`config.mk`:
```
export PLATFORM = sky130hd
export DESIGN_NAME = bounded_topk_nearest_heap_top
export DESIGN_NICKNAME = d
export VERILOG_FILES = /design/src/rtl/core/btkh_pkg.sv /design/src/rtl/core/btkh_ram.sv /design/src/rtl/core/bounded_topk_nearest_heap_top.sv
export SDC_FILE = /design/constraint.sdc
export NUM_CORES = 2
export LEC_CHECK = 0
export BUFFER_PORTS_ARGS = -buffer_cell sky130_fd_sc_hd__buf_2
export CAP_MARGIN = 20
export CORE_MARGIN = 2
export CORE_UTILIZATION = 47
export CTS_CLUSTER_SIZE = 28
export DETAILED_ROUTE_END_ITERATION = 6
export PLACE_DENSITY = 0.66
export SETUP_SLACK_MARGIN = 0.02
export SLEW_MARGIN = 0
export SYNTH_ARGS = -nofsm -noshare
export SYNTH_HDL_FRONTEND = slang
export SYNTH_SLANG_ARGS = --single-unit
```
`constraint.sdc`:
```
create_clock -name i_clk -period 16.4 [get_ports i_clk]
set_input_delay 0 -clock i_clk [delete_from_list [all_inputs] [get_ports i_clk]]
set_output_delay 0 -clock i_clk [all_outputs]
set_load 0.005 [all_outputs]
```
`src/rtl/core/btkh_pkg.sv`:
```
package btkh_pkg;

    localparam int ID_W   = 24;
    localparam int DIST_W = 32;
    localparam int CNT_W  = 6;
    localparam int RANK_W = 5;
    localparam int IN_DATA_W  = 56;
    localparam int OUT_DATA_W = 104;

    localparam logic [DIST_W-1:0] DIST_ALL = '1;
    localparam logic [CNT_W-1:0]  K_RESET  = 6'd8;

    typedef enum logic [1:0] {
        MODE_PUSH    = 2'd0,
        MODE_LOOKUP  = 2'd1,
        MODE_EXTRACT = 2'd2,
        MODE_CLEAR   = 2'd3
    } t_mode;

    typedef struct packed {
        logic [ID_W-1:0]   id;
        logic [DIST_W-1:0] distance;
    } t_entry;

endpackage

```
`src/rtl/core/btkh_ram.sv`:
```
module btkh_ram #(
    parameter int DEPTH = 32,
    parameter int AW    = 5
) (
    input  logic              i_clk,
    input  logic              i_rd_en,
    input  logic [AW-1:0]     i_rd_addr,
    output btkh_pkg::t_entry  o_rd_data,
    input  logic              i_wr_en,
    input  logic [AW-1:0]     i_wr_addr,
    input  btkh_pkg::t_entry  i_wr_data
);

    btkh_pkg::t_entry r_mem [DEPTH];
    btkh_pkg::t_entry r_rd_data;

    always_ff @(posedge i_clk) begin
        if (i_wr_en) begin
            r_mem[i_wr_addr] <= i_wr_data;
        end
    end

    always_ff @(posedge i_clk) begin
        if (i_rd_en) begin
            r_rd_data <= r_mem[i_rd_addr];
        end
    end

    assign o_rd_data = r_rd_data;

endmodule

```
`src/rtl/core/bounded_topk_nearest_heap_top.sv`:
```
// keeps the k nearest candidates (k = neighbor_count) in a max-heap held in a
// single-port-read, single-port-write ram; the root is the worst kept distance.
// input stream: tuser = mode, tdata = candidate id and distance. one request is
// taken only while the block is idle; it then runs to completion.
// output stream: push, look up and clear give one result; extract gives k
// results in ascending distance, the last marked with tlast.
// config channel: neighbor_count is written whenever cfg valid is high; write
// it only while idle and clear the heap afterwards.
// ram reads are registered: an address is given, then its data is used
// from the ram's output register. push and look up scan the held ids one
// entry at a time, then push sifts up or down one level at a time. extract
// does one sift-down per held entry, then emits the results one by one;
// clear goes straight to its result.
// a result waits in the output register while the receiver stalls; the next
// request is taken meanwhile and holds before its own result.
// reset empties the heap and sets neighbor_count to 8; ram contents are not
// cleared and are never read before written.
module bounded_topk_nearest_heap_top #(
    parameter int MAX_NEIGHBORS = 32
) (
    input  logic        i_clk,
    input  logic        i_rst_n,
    input  logic        i_s_axis_tvalid,
    output logic        o_s_axis_tready,
    // candidate_id [23:0], candidate_distance [55:24]
    input  logic [55:0] i_s_axis_tdata,
    // mode [1:0]
    input  logic [1:0]  i_s_axis_tuser,
    output logic        o_m_axis_tvalid,
    input  logic        i_m_axis_tready,
    // neighbor_id [23:0], neighbor_distance [55:24], slot_rank [60:56],
    // was_present [61], accepted [62], heap_full [63], worst_distance [95:64],
    // held_count [101:96], zero [103:102]
    output logic [103:0] o_m_axis_tdata,
    // slot_valid [0]
    output logic        o_m_axis_tuser,
    output logic        o_m_axis_tlast,
    input  logic        i_cfg_valid,
    output logic        o_cfg_ready,
    input  logic [5:0]  i_cfg_data
);

    localparam int AW   = (MAX_NEIGHBORS > 1) ? $clog2(MAX_NEIGHBORS) : 1;
    localparam int KCAP = (MAX_NEIGHBORS < 63) ? MAX_NEIGHBORS : 63;
    localparam logic [btkh_pkg::CNT_W-1:0] KCAP_C = btkh_pkg::CNT_W'(KCAP);

    typedef enum logic [3:0] {
        S_IDLE, S_SCAN_RD, S_SCAN_CMP, S_DECIDE, S_SU, S_SU_W,
        S_SD_L, S_SD_LW, S_SD_RW, S_SD_MV, S_EX, S_EX_W, S_EM_RD, S_EM_OUT, S_RESP
    } t_state;

    t_state r_state, n_state;
    logic [5:0] r_k, n_k;
    logic [5:0] r_total, n_total;
    btkh_pkg::t_mode r_op, n_op;
    btkh_pkg::t_entry r_cand, n_cand, r_cur, n_cur, r_best, n_best, r_root, n_root;
    logic [5:0] r_idx, n_idx, r_n, n_n, r_i, n_i, r_cnt, n_cnt, r_best_idx, n_best_idx;
    logic r_has, n_has, r_present, n_present, r_acc, n_acc;
    logic r_ov, n_ov, r_olast, n_olast, r_ouser, n_ouser;
    logic [103:0] r_odata, n_odata;

    logic w_rd_en, w_wr_en;
    logic [5:0] w_rd_idx, w_wr_idx;
    btkh_pkg::t_entry w_wr_data, w_rd_data;
    logic [5:0] w_k, w_parent;
    logic [6:0] w_left, w_right;
    logic w_out_free, w_full, w_sv;
    logic [31:0] w_worst, w_cmp;
    t_state w_sift_done;

    btkh_ram #(.DEPTH(MAX_NEIGHBORS), .AW(AW)) u_ram (
        .i_clk     (i_clk),
        .i_rd_en   (w_rd_en),
        .i_rd_addr (AW'(w_rd_idx)),
        .o_rd_data (w_rd_data),
        .i_wr_en   (w_wr_en),
        .i_wr_addr (AW'(w_wr_idx)),
        .i_wr_data (w_wr_data)
    );

    always_comb begin
        if (r_k == '0) begin
            w_k = 6'd1;
        end else if (r_k > KCAP_C) begin
            w_k = KCAP_C;
        end else begin
            w_k = r_k;
        end
    end

    assign w_left      = {r_idx, 1'b1};
    assign w_right     = w_left + 7'd1;
    assign w_parent    = 6'(r_idx - 6'd1) >> 1;
    assign w_out_free  = !r_ov || i_m_axis_tready;
    assign w_full      = r_total >= w_k;
    assign w_worst     = (w_full && r_total != '0) ? r_root.distance : btkh_pkg::DIST_ALL;
    assign w_cmp       = r_has ? r_best.distance : r_cur.distance;
    assign w_sv        = r_i < r_cnt;
    assign w_sift_done = (r_op == btkh_pkg::MODE_EXTRACT) ? S_EX : S_RESP;

    assign o_s_axis_tready = (r_state == S_IDLE);
    assign o_cfg_ready     = 1'b1;
    assign o_m_axis_tvalid = r_ov;
    assign o_m_axis_tdata  = r_odata;
    assign o_m_axis_tuser  = r_ouser;
    assign o_m_axis_tlast  = r_olast;

    always_comb begin
        n_state = r_state;  n_total = r_total;  n_op = r_op;  n_cand = r_cand;
        n_cur = r_cur;  n_best = r_best;  n_idx = r_idx;  n_n = r_n;  n_i = r_i;
        n_cnt = r_cnt;  n_best_idx = r_best_idx;  n_has = r_has;
        n_present = r_present;  n_acc = r_acc;
        n_ov = r_ov;  n_olast = r_olast;  n_ouser = r_ouser;  n_odata = r_odata;
        n_k = i_cfg_valid ? i_cfg_data : r_k;
        w_rd_en = 1'b0;  w_rd_idx = '0;
        w_wr_en = 1'b0;  w_wr_idx = r_idx;  w_wr_data = r_cur;
        if (r_ov && i_m_axis_tready) begin
            n_ov = 1'b0;
        end

        unique case (r_state)
            S_IDLE: begin
                if (i_s_axis_tvalid) begin
                    n_op      = btkh_pkg::t_mode'(i_s_axis_tuser);
                    n_cand    = '{id: i_s_axis_tdata[23:0], distance: i_s_axis_tdata[55:24]};
                    n_present = 1'b0;
                    n_acc     = 1'b0;
                    n_i       = '0;
                    unique case (btkh_pkg::t_mode'(i_s_axis_tuser))
                        btkh_pkg::MODE_PUSH, btkh_pkg::MODE_LOOKUP: n_state = S_SCAN_RD;
                        btkh_pkg::MODE_EXTRACT: begin
                            n_cnt   = (r_total < w_k) ? r_total : w_k;
                            n_n     = (r_total < w_k) ? r_total : w_k;
                            n_state = S_EX;
                        end
                        btkh_pkg::MODE_CLEAR: begin
                            n_total = '0;
                            n_state = S_RESP;
                        end
                        default: n_state = S_IDLE;
                    endcase
                end
            end
            S_SCAN_RD: begin
                if (r_i < r_total) begin
                    w_rd_en  = 1'b1;
                    w_rd_idx = r_i;
                    n_state  = S_SCAN_CMP;
                end else begin
                    n_state = S_DECIDE;
                end
            end
            S_SCAN_CMP: begin
                if (w_rd_data.id == r_cand.id) begin
                    n_present = 1'b1;
                    n_state   = S_DECIDE;
                end else begin
                    n_i     = r_i + 6'd1;
                    n_state = S_SCAN_RD;
                end
            end
            S_DECIDE: begin
                if (r_op != btkh_pkg::MODE_PUSH || r_present) begin
                    n_state = S_RESP;
                end else if (r_total < w_k) begin
                    n_cur   = r_cand;
                    n_idx   = r_total;
                    n_total = r_total + 6'd1;
                    n_acc   = 1'b1;
                    n_state = S_SU;
                end else if (r_cand.distance < r_root.distance) begin
                    // replace the root, then sift down over the first k slots
                    n_cur   = r_cand;
                    n_idx   = '0;
                    n_n     = w_k;
                    n_acc   = 1'b1;
                    n_state = S_SD_L;
                end else begin
                    n_state = S_RESP;
                end
            end
            S_SU: begin
                if (r_idx == '0) begin
                    w_wr_en = 1'b1;
                    n_state = S_RESP;
                end else begin
                    w_rd_en  = 1'b1;
                    w_rd_idx = w_parent;
                    n_state  = S_SU_W;
                end
            end
            S_SU_W: begin
                w_wr_en = 1'b1;
                if (r_cur.distance > w_rd_data.distance) begin
                    // parent moves down into the hole
                    w_wr_data = w_rd_data;
                    n_idx     = w_parent;
                    n_state   = S_SU;
                end else begin
                    n_state = S_RESP;
                end
            end
            S_SD_L: begin
                n_has = 1'b0;
                if (w_left < {1'b0, r_n}) begin
                    w_rd_en  = 1'b1;
                    w_rd_idx = w_left[5:0];
                    n_state  = S_SD_LW;
                end else begin
                    w_wr_en = 1'b1;
                    n_state = w_sift_done;
                end
            end
            S_SD_LW: begin
                if (w_rd_data.distance > r_cur.distance) begin
                    n_best     = w_rd_data;
                    n_best_idx = w_left[5:0];
                    n_has      = 1'b1;
                end
                if (w_right < {1'b0, r_n}) begin
                    w_rd_en  = 1'b1;
                    w_rd_idx = w_right[5:0];
                    n_state  = S_SD_RW;
                end else begin
                    n_state = S_SD_MV;
                end
            end
            S_SD_RW: begin
                if (w_rd_data.distance > w_cmp) begin
                    n_best     = w_rd_data;
                    n_best_idx = w_right[5:0];
                    n_has      = 1'b1;
                end
                n_state = S_SD_MV;
            end
            S_SD_MV: begin
                w_wr_en = 1'b1;
                if (r_has) begin
                    w_wr_data = r_best;
                    n_idx     = r_best_idx;
                    n_state   = S_SD_L;
                end else begin
                    n_state = w_sift_done;
                end
            end
            S_EX: begin
                if (r_n == '0) begin
                    n_total = '0;
                    n_i     = '0;
                    n_state = S_EM_RD;
                end else begin
                    w_rd_en  = 1'b1;
                    w_rd_idx = r_n - 6'd1;
                    n_n      = r_n - 6'd1;
                    n_state  = S_EX_W;
                end
            end
            S_EX_W: begin
                // root goes to the tail slot, tail entry sifts down from the top
                w_wr_en   = 1'b1;
                w_wr_idx  = r_n;
                w_wr_data = r_root;
                n_cur     = w_rd_data;
                n_idx     = '0;
                n_state   = (r_n == '0) ? S_EX : S_SD_L;
            end
            S_EM_RD: begin
                if (w_sv) begin
                    w_rd_en  = 1'b1;
                    w_rd_idx = r_i;
                end
                n_state = S_EM_OUT;
            end
            S_EM_OUT: begin
                if (w_out_free) begin
                    n_ov    = 1'b1;
                    n_ouser = w_sv;
                    n_olast = (r_i == w_k - 6'd1);
                    n_odata = {2'b00, r_total, w_worst, w_full, 1'b0, 1'b0, r_i[4:0],
                               w_sv ? w_rd_data.distance : btkh_pkg::DIST_ALL,
                               w_sv ? w_rd_data.id : 24'd0};
                    n_i     = r_i + 6'd1;
                    n_state = (r_i == w_k - 6'd1) ? S_IDLE : S_EM_RD;
                end
            end
            S_RESP: begin
                if (w_out_free) begin
                    n_ov    = 1'b1;
                    n_ouser = 1'b0;
                    n_olast = 1'b1;
                    n_odata = {2'b00, r_total, w_worst, w_full, r_acc, r_present, 5'd0,
                               btkh_pkg::DIST_ALL, 24'd0};
                    n_state = S_IDLE;
                end
            end
            default: n_state = S_IDLE;
        endcase

        n_root = (w_wr_en && w_wr_idx == '0) ? w_wr_data : r_root;
    end

    always_ff @(posedge i_clk) begin
        r_op <= n_op;  r_cand <= n_cand;  r_cur <= n_cur;  r_best <= n_best;
        r_root <= n_root;  r_idx <= n_idx;  r_n <= n_n;  r_i <= n_i;  r_cnt <= n_cnt;
        r_best_idx <= n_best_idx;  r_has <= n_has;  r_present <= n_present;
        r_acc <= n_acc;  r_olast <= n_olast;  r_ouser <= n_ouser;  r_odata <= n_odata;
        if (!i_rst_n) begin
            r_state <= S_IDLE;
            r_k     <= btkh_pkg::K_RESET;
            r_total <= '0;
            r_ov    <= 1'b0;
        end else begin
            r_state <= n_state;
            r_k     <= n_k;
            r_total <= n_total;
            r_ov    <= n_ov;
        end
    end

endmodule

```
==> results.md <==
* Core area at 192400 sq um
* Pwr Density at 160.9 nW/um^2
* Die Area at 196800 sq um
* WL per Instance at 28.06 um
* Initial antenna violation count at 10
* Worst Hold Path EP: o_m_axis_tvalid$_SDFF_PN0_
* Grt ovf at 0
* RR Startpoint: r_idx[1]$_DFFE_PP_
* Share of the synthesized area in the top cell type at 0.7307
* Total clock sinks at 2228
* H-tree depth at 4
* Final Skew at 32.04 ps
* Synth top area cells: edfxtp_1 73%, nand2_1 6.5%, mux2i_1 4.1%
* Ys flop type: edfxtp_1
* Final Hold Fails at 0
* Root buffer cell: clkbuf_16
* Worst Path Buf+Inv at 2
* Crit-path cells: and2_1 > nand2_1 > xnor2_1 > ha_1 > a21o_1 > a21oi_1 > o211ai_1 > nor3_1 > a211o_4 > buf_12 > buf_12 > mux2i_1 > mux2i_1 > a32oi_1 > nand4_1
* Commonest non-fill, non-tap cell in the layout: edfxtp_1
* Deepest clock path buffer count at 3
* Gpl congestion at 0.8666
* Critical path fanouts, max at 185
* Setup CP Type: register to register
* Largest net degree at the start of global routing at 188
* Gate Count Post-Synth at 6478
* Max Cap Viol at 0
* Fin cells at 9505
* Arrival @ worst endpoint at 7120 ps
* Dominant cell type by area after synthesis: edfxtp_1
* Post-CTS setup buffer count at 0
* Worst setup EP type: register
* Worst R2R Path Depth at 15
* Crit Reg-Reg Endpoint: u_ram.o_rd_data[33]$_DFFE_PP_
* CTS buffer count at 210
* Pins over their slew limit at 0
* Post-synth design cell area at 90860 sq um
* Drt first pass iters at 7
* Initial Utilization at 0.4723
* Syn_area_per_cell at 14.03 sq um
* Distinct cells, synth at 70
* Lkg Pwr at 34.85 nW
* WP data required at 16990 ps
* Input/output buffers at 174
* Layout cell share with drive strength beyond 1 at 0.1061
* Seq/Total Area, Yosys at 0.7345
* DR vias/cell at 6.162
* Hold_sp: i_m_axis_tready
* Vias in the first global route at 55.38k
* Worst hold stages at 4
* Storage cell area at 66740 sq um
* Worst-Margin Slew at 1231 ps
* Most frequent cells in the layout: 2211 x edfxtp_1, 1570 x nand2_1, 466 x nand3_1
* Rel. slew slack at 0.1796
* CP startpoint kind: register
* Num ports at 178
* Via count at 58.57k
* Final setup viols at 0
* Gr usage total at 0.2651
* Antenna viol nets, final at 0
* Failing checks: design-rule violations
* Fin Setup TNS at 0 ps
* Nets at 7002
* Delay-heaviest family, CP: compound AO/OA/AOI/OAI gates
* Post-DP HPWL at 139500 um
* Post-synth EDFFs at 2211
* Iter 0 DRT Violations at 8467
* Number of synthesized register bits at 2228
* Placed insts at 8956
* RSZ-0062 raised after global routing: false
* Final Cycle Share at 0.3982
* Multi-input logic area at 22670 sq um
* Syn-to-layout area delta at 14.21%
* Tmin final at 6530 ps
* Crit path largest cell delay at 770 ps
* CTS tree: done
* Fillers at 15.28k
* Clock slew at reported path FFs at 70 ps
* YS warnings at 0
* Final WL at 266700 um
* First-pass GRT wire length at 382600 um
* Ys async rst share at 0
* Row count at 161
* Die X at 443.7 um
* Worst VDD drop at 0.1507 mV
* Fmax at 153.1 MHz
* Residual DRC count at 2
* R2r setup slk at 9870 ps
* CP max-delay cell: a211o_4
* Die height at 443.7 um
* Status: complete, but fails checks
* Tightest Hold Check Type: input pin to register
* Clock Latency Late Sink at 860 ps
## worst max path at each step
stage	start	cells after the start	slack [ps]	to
after global routing	r_idx[1]$_DFFE_PP_	15	9580	u_ram.o_rd_data[33]$_DFFE_PP_
after floorplan	u_ram.o_rd_data[1]$_DFFE_PP_	11	9580	r_best[0]$_DFFE_PP_
after CTS	r_idx[1]$_DFFE_PP_	15	10090	u_ram.o_rd_data[33]$_DFFE_PP_
after detailed placement	r_idx[1]$_DFFE_PP_	15	10090	u_ram.o_rd_data[55]$_DFFE_PP_
final	r_idx[1]$_DFFE_PP_	15	9870	u_ram.o_rd_data[33]$_DFFE_PP_
after global placement	r_idx[1]$_DFFE_PP_	15	10140	u_ram.o_rd_data[48]$_DFFE_PP_
## report_power, final
| group | total, mW | leakage (nW) | internal (mW) | switching (mW) |
|---|---|---|---|---|
| Combinational | 4.48 | 11.5 | 1.34 | 3.13 |
| Clock | 4.74 | 3.24 | 2.65 | 2.08 |
| Sequential | 7.48 | 20.1 | 7.08 | 0.407 |
## through the flow
step	utilization	hold WS [ps]	area (sq um)	setup slack, ps	total power, mW
2_1_floorplan	-	98.87	90860	9577	10.19
3_3_place_gp	0.4944	177.5	95110	10140	11.80
3_5_place_dp	0.4952	178.7	95260	10090	11.90
4_1_cts	0.5372	52.84	103300	10090	16.60
5_1_grt	0.5394	110.1	103800	9584	17.30
6_report	0.5394	86.07	103800	9870	16.70
## cell type report
type                       instances  share of cell area
antenna                            3          0.00007234
tap                             2526             0.03046
inverter                         103            0.003726
sequential                      2228              0.6431
timing repair buffer             503             0.04025
clock inverter                   119            0.009754
multi-input combinational       3757              0.2185
clock buffer                     266             0.05420
## kinds of logic (layout without fill, tap and decap cells)
group,count (synthesis),in the layout,synth area share
DFF,2228,2228,0.7345
AOI/OAI and AO/OA,595,595,0.05188
and+or+nand+nor,2602,2602,0.1261
muxes,372,372,0.04098
xor gates and xnor gates,55,55,0.005302
buffers and inverters,494,991,0.02329
other,2,6,0.00008266
adders and majority gates,130,130,0.01790
## cells in the mapped netlist (40+ instances only)
| cell | instances |
|---|---|
| buf_1 | 40 |
| nand2_1 | 1573 |
| o21ai_0 | 58 |
| inv_1 | 102 |
| ha_1 | 130 |
| nor2_1 | 121 |
| edfxtp_1 | 2211 |
| nand4_1 | 248 |
| nand3_1 | 466 |
| mux2i_1 | 372 |
| a32oi_1 | 223 |
| clkbuf_1 | 199 |
| nand2b_1 | 45 |
| buf_2 | 137 |
## flip-flops by register name, summed over array words and instances, names as in the netlist, 56 cells and up
register / cells
o_m_axis_tdata: 102
r_best: 56
r_cand: 56
r_cur: 56
r_root: 56
u_ram.o_rd_data: 56
u_ram.r_mem: 1792
## timing repair
item,4_1_cts,5_1_grt
resized for setup,0,0
hold buffers,144,0
hold endpoints to repair,89,0
## layer usage
layer  up-vias  GRT usage  share of wire
met3       496    0.04114           0.11
met1     29380     0.3766           0.40
li1      25100          -              -
met5         -          0        0.00010
met2      3592     0.4209           0.46
met4         4    0.08527          0.031
## worst min-delay path: cells and delay by family
family                 cells  cell delay, ps
AO/OA/AOI/OAI              1              80
buffers and inverters      2             640
AND/OR/NAND/NOR            1             140
(Power assumes the default switching activity.)
